==> src/rtl/prs_pkg.sv <==
package prs_pkg;

    localparam int MAX_ITEMS_DEF = 64;
    localparam int SCORE_FRAC_BITS_DEF = 16;
    localparam int SCORE_W = 32;
    localparam int RANK_W = 6;
    localparam int RATIO_W = 17;
    localparam int FRAC_W = 16;

    typedef enum logic [3:0] {
        S_LOAD,
        S_GAP,
        S_JREAD,
        S_IREAD,
        S_ICMP,
        S_PLACE,
        S_SREAD,
        S_SWAIT,
        S_DIV,
        S_EMIT,
        S_DONE
    } t_state;

    // Request to the divider and its reply
    typedef struct packed {
        logic             start;
        logic [6:0]       num;
        logic [6:0]       den;
    } t_div_req;

    typedef struct packed {
        logic                 done;
        logic [RATIO_W-1:0]   quo;
    } t_div_rsp;

endpackage

==> src/rtl/prs_store.sv <==
module prs_store #(
    parameter int MAX_ITEMS = prs_pkg::MAX_ITEMS_DEF,
    parameter int AW = $clog2(MAX_ITEMS)
) (
    input  logic                        i_clk,
    input  logic                        i_we,
    input  logic [AW-1:0]               i_waddr,
    input  logic [prs_pkg::SCORE_W:0]   i_wdata,
    input  logic [AW-1:0]               i_raddr,
    output logic [prs_pkg::SCORE_W:0]   o_rdata
);

    // score in the upper bits, label in bit 0
    logic [prs_pkg::SCORE_W:0] r_mem [MAX_ITEMS];

    always_ff @(posedge i_clk) begin
        if (i_we) begin
            r_mem[i_waddr] <= i_wdata;
        end
        o_rdata <= r_mem[i_raddr];
    end

endmodule

==> src/rtl/prs_div.sv <==
module prs_div (
    input  logic              i_clk,
    input  logic              i_rst_n,
    input  prs_pkg::t_div_req i_req,
    output prs_pkg::t_div_rsp o_rsp
);

    localparam int QW = prs_pkg::RATIO_W;
    localparam int NW = 7 + prs_pkg::FRAC_W;

    logic [NW-1:0] r_num;
    logic [7:0]    r_rem;
    logic [6:0]    r_den;
    logic [QW-1:0] r_quo;
    logic [4:0]    r_cnt;
    logic          r_busy;
    logic          r_done;
    logic [7:0]    w_trial;

    // one quotient bit per cycle, restoring
    assign w_trial = {r_rem[6:0], r_num[NW-1]};

    always_ff @(posedge i_clk) begin
        if (!i_rst_n) begin
            r_busy <= 1'b0;
            r_done <= 1'b0;
        end else begin
            r_done <= 1'b0;
            if (i_req.start) begin
                r_num  <= {i_req.num, {prs_pkg::FRAC_W{1'b0}}};
                r_den  <= i_req.den;
                r_rem  <= '0;
                r_quo  <= '0;
                r_cnt  <= 5'(NW);
                r_busy <= (i_req.den != 7'd0);
                r_done <= (i_req.den == 7'd0);
            end else if (r_busy) begin
                r_num <= {r_num[NW-2:0], 1'b0};
                if (w_trial >= {1'b0, r_den}) begin
                    r_rem <= w_trial - {1'b0, r_den};
                    r_quo <= {r_quo[QW-2:0], 1'b1};
                end else begin
                    r_rem <= w_trial;
                    r_quo <= {r_quo[QW-2:0], 1'b0};
                end
                r_cnt <= r_cnt - 5'd1;
                if (r_cnt == 5'd1) begin
                    r_busy <= 1'b0;
                    r_done <= 1'b1;
                end
            end
        end
    end

    assign o_rsp.done = r_done;
    assign o_rsp.quo  = r_quo;

endmodule

==> src/rtl/precision_recall_sweep_core.sv <==
// Collects up to MAX_ITEMS scored items, one per cycle while o_stall is low,
// in a memory with one read port and one write port. An item with last_item
// set starts an in-place Shell sort that walks the memory with one read and
// one write per cycle. The sweep then reads each rank and runs two serial
// divisions (the recall division ends without iterating when the set has no
// positives), and then offers the result until it is taken. o_stall
// stays high from the last item until the sweep has ended and the final result,
// if any, has been taken.
module precision_recall_sweep_core #(
    parameter int MAX_ITEMS = prs_pkg::MAX_ITEMS_DEF
) (
    input  logic                               i_clk,
    input  logic                               i_rst_n,
    input  logic                               i_valid,
    output logic                               o_stall,
    input  logic signed [prs_pkg::SCORE_W-1:0] i_score,
    input  logic                               i_is_positive,
    input  logic                               i_last_item,
    output logic                               o_valid,
    input  logic                               i_stall,
    output logic [prs_pkg::RANK_W-1:0]         o_rank,
    output logic [prs_pkg::RATIO_W-1:0]        o_recall,
    output logic [prs_pkg::RATIO_W-1:0]        o_precision,
    output logic                               o_dropped_items,
    output logic                               o_final_result
);

    localparam int AW = $clog2(MAX_ITEMS);
    localparam int CW = 7;
    localparam int SW = prs_pkg::SCORE_W;
    localparam logic [CW-1:0] CAP = CW'(MAX_ITEMS);

    prs_pkg::t_state r_state, n_state;
    logic [CW-1:0] r_count, r_pos, r_gap, r_j, r_i, r_seen;
    logic          r_ovf, r_second;
    logic [SW:0]   r_key;
    logic [prs_pkg::RATIO_W-1:0] r_rec, r_prec;

    logic          w_we;
    logic [AW-1:0] w_waddr, w_raddr;
    logic [SW:0]   w_wdata, w_rdata;
    prs_pkg::t_div_req w_req;
    prs_pkg::t_div_rsp w_rsp;
    logic          w_in_acc, w_gt;

    prs_store #(.MAX_ITEMS(MAX_ITEMS), .AW(AW)) u_store (
        .i_clk  (i_clk),
        .i_we   (w_we),
        .i_waddr(w_waddr),
        .i_wdata(w_wdata),
        .i_raddr(w_raddr),
        .o_rdata(w_rdata)
    );

    prs_div u_div (
        .i_clk  (i_clk),
        .i_rst_n(i_rst_n),
        .i_req  (w_req),
        .o_rsp  (w_rsp)
    );

    assign o_stall  = (r_state != prs_pkg::S_LOAD);
    assign w_in_acc = i_valid && !o_stall;
    assign w_gt     = $signed(w_rdata[SW:1]) > $signed(r_key[SW:1]);

    logic [CW-1:0] w_above, w_rden;
    assign w_above = r_pos - r_seen - CW'(w_rdata[0]);
    assign w_rden  = r_count - r_j - CW'(1);

    always_comb begin
        n_state = r_state;
        w_we    = 1'b0;
        w_waddr = r_count[AW-1:0];
        w_wdata = {i_score, i_is_positive};
        w_raddr = r_j[AW-1:0];
        w_req   = '0;
        unique case (r_state)
            prs_pkg::S_LOAD: begin
                w_we = w_in_acc && (r_count < CAP);
                if (w_in_acc && i_last_item) n_state = prs_pkg::S_GAP;
            end
            prs_pkg::S_GAP: begin
                if (r_gap == '0) n_state = prs_pkg::S_SREAD;
                else if (r_j >= r_count) n_state = prs_pkg::S_GAP;
                else n_state = prs_pkg::S_JREAD;
            end
            prs_pkg::S_JREAD: begin
                w_raddr = r_j[AW-1:0];
                n_state = prs_pkg::S_IREAD;
            end
            prs_pkg::S_IREAD: begin
                w_raddr = r_i[AW-1:0];
                n_state = prs_pkg::S_ICMP;
            end
            prs_pkg::S_ICMP: begin
                if (w_gt) begin
                    w_we    = 1'b1;
                    w_waddr = AW'(r_i + r_gap);
                    w_wdata = w_rdata;
                    if (r_i >= r_gap) begin
                        w_raddr = AW'(r_i - r_gap);
                        n_state = prs_pkg::S_ICMP;
                    end else begin
                        n_state = prs_pkg::S_PLACE;
                    end
                end else begin
                    n_state = prs_pkg::S_PLACE;
                end
            end
            prs_pkg::S_PLACE: begin
                w_we    = 1'b1;
                w_waddr = AW'(r_i);
                w_wdata = r_key;
                n_state = prs_pkg::S_GAP;
            end
            prs_pkg::S_SREAD: begin
                w_raddr = r_j[AW-1:0];
                if (r_j + CW'(1) >= r_count) n_state = prs_pkg::S_DONE;
                else n_state = prs_pkg::S_SWAIT;
            end
            prs_pkg::S_SWAIT: begin
                if (r_j == '0) begin
                    n_state = prs_pkg::S_SREAD;
                end else begin
                    w_req.start = 1'b1;
                    w_req.num   = w_above;
                    w_req.den   = r_pos;
                    n_state     = prs_pkg::S_DIV;
                end
            end
            prs_pkg::S_DIV: begin
                if (w_rsp.done) begin
                    if (!r_second) begin
                        w_req.start = 1'b1;
                        w_req.num   = r_key[CW-1:0];
                        w_req.den   = w_rden;
                    end else begin
                        n_state = prs_pkg::S_EMIT;
                    end
                end
            end
            prs_pkg::S_EMIT: begin
                if (!i_stall) begin
                    if (r_j + CW'(2) >= r_count) n_state = prs_pkg::S_DONE;
                    else n_state = prs_pkg::S_SREAD;
                end
            end
            prs_pkg::S_DONE: n_state = prs_pkg::S_LOAD;
            default: n_state = prs_pkg::S_LOAD;
        endcase
    end

    always_ff @(posedge i_clk) begin
        if (!i_rst_n) begin
            r_state <= prs_pkg::S_LOAD;
        end else begin
            r_state <= n_state;
        end
    end

    always_ff @(posedge i_clk) begin
        if (!i_rst_n) begin
            r_count  <= '0;
            r_pos    <= '0;
            r_ovf    <= 1'b0;
            r_second <= 1'b0;
        end else begin
            case (r_state)
                prs_pkg::S_LOAD: begin
                    if (w_in_acc) begin
                        if (r_count < CAP) begin
                            r_count <= r_count + CW'(1);
                            r_pos   <= r_pos + CW'(i_is_positive);
                        end else begin
                            r_ovf <= 1'b1;
                        end
                        if (i_last_item) begin
                            r_gap <= (r_count < CAP) ? ((r_count + CW'(1)) >> 1)
                                                     : (r_count >> 1);
                            r_j   <= (r_count < CAP) ? ((r_count + CW'(1)) >> 1)
                                                     : (r_count >> 1);
                        end
                    end
                end
                prs_pkg::S_GAP: begin
                    if (r_gap != '0 && r_j >= r_count) begin
                        r_gap <= r_gap >> 1;
                        r_j   <= r_gap >> 1;
                    end
                    if (r_gap == '0) begin
                        r_j    <= '0;
                        r_seen <= '0;
                    end
                end
                prs_pkg::S_JREAD: r_i <= r_j - r_gap;
                prs_pkg::S_IREAD: r_key <= w_rdata;
                prs_pkg::S_ICMP: begin
                    if (w_gt && r_i >= r_gap) r_i <= r_i - r_gap;
                    else if (!w_gt) r_i <= r_i + r_gap;
                end
                prs_pkg::S_PLACE: r_j <= r_j + CW'(1);
                prs_pkg::S_SWAIT: begin
                    r_seen <= r_seen + CW'(w_rdata[0]);
                    r_key  <= {{(SW+1-CW){1'b0}}, w_above};
                    r_second <= 1'b0;
                    if (r_j == '0) r_j <= r_j + CW'(1);
                end
                prs_pkg::S_DIV: begin
                    if (w_rsp.done && !r_second) begin
                        r_rec    <= w_rsp.quo;
                        r_second <= 1'b1;
                    end else if (w_rsp.done) begin
                        r_prec <= w_rsp.quo;
                    end
                end
                prs_pkg::S_EMIT: if (!i_stall) r_j <= r_j + CW'(1);
                prs_pkg::S_DONE: begin
                    r_count <= '0;
                    r_pos   <= '0;
                    r_ovf   <= 1'b0;
                end
                default: ;
            endcase
        end
    end

    // in ICMP with no move, r_i is the hole minus gap; PLACE writes at r_i
    // (fixed up above); when the chain runs off the bottom the hole is r_i
    always_comb begin
        o_valid         = (r_state == prs_pkg::S_EMIT);
        o_rank          = r_j[prs_pkg::RANK_W-1:0];
        o_recall        = r_rec;
        o_precision     = r_prec;
        o_dropped_items = r_ovf;
        o_final_result  = (r_j + CW'(2) == r_count);
    end

endmodule
==> config.mk <==
export PLATFORM = sky130hd
export DESIGN_NAME = precision_recall_sweep_core
export DESIGN_NICKNAME = d
export VERILOG_FILES = /design/src/rtl/prs_pkg.sv /design/src/rtl/prs_store.sv /design/src/rtl/prs_div.sv /design/src/rtl/precision_recall_sweep_core.sv
export SDC_FILE = /design/constraint.sdc
export NUM_CORES = 2
export LEC_CHECK = 0
export ABC_AREA = 1
export BUFFER_PORTS_ARGS = -buffer_cell sky130_fd_sc_hd__buf_2
export CORE_UTILIZATION = 35
export DETAILED_ROUTE_END_ITERATION = 10
export HOLD_SLACK_MARGIN = 0.05
export PLACE_DENSITY = 0.48
export SLEW_MARGIN = 0
export SYNTH_ARGS = -nofsm -noshare
export SYNTH_HDL_FRONTEND = slang
export SYNTH_SLANG_ARGS = --single-unit
export TNS_END_PERCENT = 30
==> constraint.sdc <==
create_clock -name i_clk -period 5.2 [get_ports i_clk]
set_input_delay 0.52 -clock i_clk [delete_from_list [all_inputs] [get_ports i_clk]]
set_output_delay 0.52 -clock i_clk [all_outputs]
set_load 0.03 [all_outputs]
==> summary.md <==
| Metric | Value |
|---|---|
| Worst R2R End | `u_store.o_rdata[26]$_DFF_P_` |
| CTS root buffer | `clkbuf_16` |
| Synth Area in Simple Gates | `between 20% and 30%` |
| Post-synthesis compound-gate area fraction | `under 10%` |
| Mapped Cells | `9678` |
| Initial antenna violation count | `16` |
| H-tree depth | `5` |
| DR pass1 iterations | `8` |
| Tcrit/Tclk final | `98.9%` |
| Maximum capacitance violations | `0` |
| IO buf count | `between 80 and 90` |
| Min-Delay Startpoint | `i_valid` |
| Period minus WS final | `5.14 ns` |
| Clock Sinks | `2304` |
| RSZ-0062 raised after global routing | `false` |
| Pin count of the biggest net entering global routing | `between 100 and 150` |
| CTS tree | `yes` |
| Nets | `10000` |
| Row cnt | `200` |
| Crit end category | `flop` |
| Util after Layout | `41.0%` |
| # fillers | `~28000` |
| Pwr dens | `360 nW/um^2` |
| Width of the die | `548 um` |
| Syn. warnings | `0` |
| Setup slack, reg-to-reg | `roughly 0.057 ns` |
| Setup total negative slack | `0 ns` |
| Worst Path Max Fanout | `27` |
| Worst hold stages | `5` |
| Reg-to-reg startpoint | `r_gap[2]$_DFFE_PP_` |
| Peak Freq | `just under 0.2 GHz` |
| GRT met2 Usage | `36.3%` |
| Main combinational cell family by area after synthesis | `simple AND/OR/NAND/NOR gates` |
| Post-synth EDFFs | `approximately 2200` |
| Synth area leaders | `edfxtp_1, nand3_1, nand2_1` |
| Gr usage total | `a little under a quarter` |
| Starting Density | `a little over a third` |
| Dpl hpwl | `about 200 mm` |
| Gr busiest metal | `met2` |
| Met3 Use GR | `3.23%` |
| Hold path endpoint | `o_dropped_items$_SDFFE_PN0P_` |
| Final setup viols | `0` |
| Clk_lat worst skew | `about 0.87 ns` |
| Clock skew | `0.0623 ns` |
| Max_slew headroom | `21.4%` |
| Initial DRC count | `7367` |
| Post-synth top area share | `approximately 65%` |
| Pleak | `between 0.04 and 0.05 uW` |
| Post-synthesis cell area | `between 100000 and 150000 um^2` |
| Top_reg_cell synth | `edfxtp_1` |
| Clock buffer depth | `4` |
| Slowest cell on crit path | `ha_1` |
| Vias/cell | `5.22` |
| Die area | `300000 um^2` |
| Startpoint type of the worst setup path | `flop` |
| Vias in the first global route | `between 70000 and 80000` |
| Via Count | `73200` |
| Post-Synth Adder-Cell Area | `~1.4%` |
| Layout area overhead | `16.6%` |
| Tightest Hold Check Type | `input pin to flop` |
| Worst R2R Path Depth | `19` |
| Total power draw | `about 44000 uW` |
| Post-Route WL | `roughly 350 mm` |
| GRT overflow | `0` |
| Hold Fails Final Rpt | `0` |
| Post-synthesis mux area share | `less than 1%` |
| WL/cell | `25.0 um` |
| Die height | `548 um` |
| Setup CP Type | `flop to flop` |
| Num CTS Buffers | `around 270` |
| DRC | `0` |
| Antenna-violating nets left | `0` |
| Maximum vdd drop | `0.000201 V` |
| I/O pin count | `82` |
| Share of cells above drive strength 1 | `10.1%` |
| Max Transition Viols Final | `0` |
| Worst-path cell chain | `inv_1 > ha_1 > nand2_1 > nor3_1 > nand4_1 > nand3_2 > nand4_2 > nand2_4 > a21oi_1 > nor2_4 > buf_12 > buf_12 > buf_4 > nand3_1 > nand3_1 > nand3_1 > nand3_1 > nand3_1 > nand2_1` |
| Worst-path clk slew | `around 0.060 ns` |
| Fraction of registers with async set/reset | `0%` |
| Leading area contributor after synthesis | `edfxtp_1` |
| Synth Register Bits | `approximately 2300` |
| WHS | `approximately 0.13 ns` |
| Most used cell, CP | `nand3_1` |
| Critical path arrival | `5.90 ns` |
| Avg Inst Size Synth | `between 10 and 15 um^2` |
| Worst Tran Pin Value | `about 1.2 ns` |
| Req. time, crit path | `a little under 6 ns` |
| Routability congestion estimate | `~0.86` |
| Core area | `roughly 300000 um^2` |
| Outcome | `completed` |
| Xor/xnor share of the synthesized area | `less than 1%` |
| Seq/Total Area, Yosys | `roughly 66%` |
| Yosys cell types | `55` |
| Met1 Use GR | `about a third` |
| Syn Nets | `9827` |
| First-pass GRT wire length | `a little over 500 mm` |
| CP peak stage delay | `0.47 ns` |
[critical path, delay by kind of cell (launching register included)]
kind	cells	cell delay [ns]
flops	1	0.46
fa+ha+maj	1	0.47
simple gates	13	2.87
buf+inv	4	0.97
compound gates	1	0.13
[through the flow]
| stage | worst slack, ns | std cells | instance area, um^2 |
|---|---|---|---|
| final | 0.0567 | 14000 | 122000 |
| after global routing | 0.00256 | 14000 | 122000 |
| after CTS | 0.0619 | 14000 | 122000 |
| after detailed placement | -0.513 | 13500 | 113000 |
| after global placement | -0.553 | 13500 | 113000 |
| after floorplan | 0.652 | 9678 | 104000 |
[power breakdown]
group / internal [uW] / total, uW / switching (uW)
Sequential: 20600 / 20700 / 126
Combinational: 1350 / 4840 / 3480
Clock: 10600 / 18200 / 7650
[placed cells by master, fill, tap and decap left out, types with 8 or more instances in the layout]
| master | synthesis | layout |
|---|---|---|
| diode_2 | 0 | 14 |
| o21ai_0 | 101 | 101 |
| nand4_1 | 12 | 12 |
| clkinv_1 | 4 | 56 |
| buf_2 | 289 | 81 |
| nor3_1 | 14 | 13 |
| dfxtp_1 | 55 | 54 |
| bufinv_16 | 0 | 15 |
| clkbuf_16 | 0 | 276 |
| buf_4 | 33 | 267 |
| a21oi_1 | 70 | 69 |
| buf_12 | 0 | 171 |
| xor2_1 | 19 | 19 |
| o221ai_4 | 0 | 33 |
| nor2_4 | 1 | 66 |
| o211ai_1 | 12 | 12 |
| xnor2_1 | 12 | 12 |
| inv_1 | 1561 | 1560 |
| nand2_1 | 1629 | 1628 |
| nand3b_1 | 662 | 662 |
| nor2_1 | 250 | 183 |
| edfxtp_1 | 2249 | 2249 |
| ha_1 | 104 | 104 |
| nand3_2 | 4 | 8 |
| o221ai_1 | 42 | 9 |
| nand3_1 | 2199 | 2194 |
| clkinv_2 | 0 | 43 |
| clkbuf_1 | 198 | 62 |
[synth_stat cells (all sizes together) (2+ instances only)]
library cell and count:
a2111oi 3, a211oi 5, a21o 2, a21oi 71, a22oi 3, a31oi 3
buf 394, clkbuf 198, clkinv 4, dfxtp 55, edfxtp 2249, fa 7
ha 104, inv 1567, nand2 1633, nand3 2204, nand3b 662, nand4 14
nor2 254, nor3 14, nor4 8, o2111ai 3, o211ai 12, o21a 3
o21ai 106, o21bai 5, o221ai 42, o22ai 7, o31ai 3, or2 3
xnor2 12, xor2 19
[flip-flops by register name, summed over array words and instances (netlist names), 5 cells and up]
name and cells:
r_i 7, o_precision 17, u_div.r_quo 17, r_count 7, o_recall 17, u_store.r_mem 2112, r_gap 6, u_div.r_rem 7
u_store.o_rdata 33, r_j 7, r_key 33, u_div.r_num 7, r_pos 7, u_div.r_den 7, u_div.r_cnt 5, r_seen 7
[final cells by class]
| cell class | count | area, um^2 | area share [%] |
|---|---|---|---|
| sequential | 2304 | 68600 | 56.4 |
| inverter | 1571 | 5920 | 4.86 |
| clock buffer | 345 | 7240 | 5.95 |
| multi-input combinational | 5211 | 28000 | 23.0 |
| timing repair buffer | 522 | 5880 | 4.83 |
| clock inverter | 123 | 1040 | 0.856 |
| antenna | 14 | 35.0 | 0.0288 |
| tap | 3939 | 4930 | 4.05 |
[repair_timing]
action | CTS | global route
gates cloned | 0 | 0
setup buffers | 0 | 7
hold buffers | 2 | 0
hold endpoints to repair | 5 | 0
gates resized for setup | 4 | 3
pin swaps | 0 | 1
setup endpoints to repair | 16 | 13
[worst max-delay path by stage]
stage	endpoint	cells after the start	start
6_report	u_store.o_rdata[26]$_DFF_P_	19	r_gap[2]$_DFFE_PP_
5_1_grt	u_store.o_rdata[26]$_DFF_P_	22	u_store.o_rdata[28]$_DFF_P_
4_1_cts	u_store.o_rdata[12]$_DFF_P_	20	r_gap[2]$_DFFE_PP_
3_5_place_dp	u_store.o_rdata[12]$_DFF_P_	24	u_store.o_rdata[27]$_DFF_P_
3_3_place_gp	u_store.o_rdata[12]$_DFF_P_	24	u_store.o_rdata[27]$_DFF_P_
2_1_floorplan	u_store.r_mem[0][0]$_DFFE_PP_	14	r_key[32]$_SDFFCE_PP0P_
[routing by layer]
layer | up-vias | share of wire [%]
li1 | 33400 | -
met1 | 36700 | 44
met2 | 2607 | 46
met3 | 475 | 6.6
met4 | 0 | 3.8
met5 | - | 0
[cells by family after synthesis]
kind of cell / count (synthesis)
adders and majority gates: 111
muxes: 1
AOI/OAI and AO/OA: 272
xor gates and xnor gates: 31
buffers and inverters: 2163
DFF: 2304
and+or+nand+nor: 4796
No activity file was read; power rests on OpenSTA's default activity.
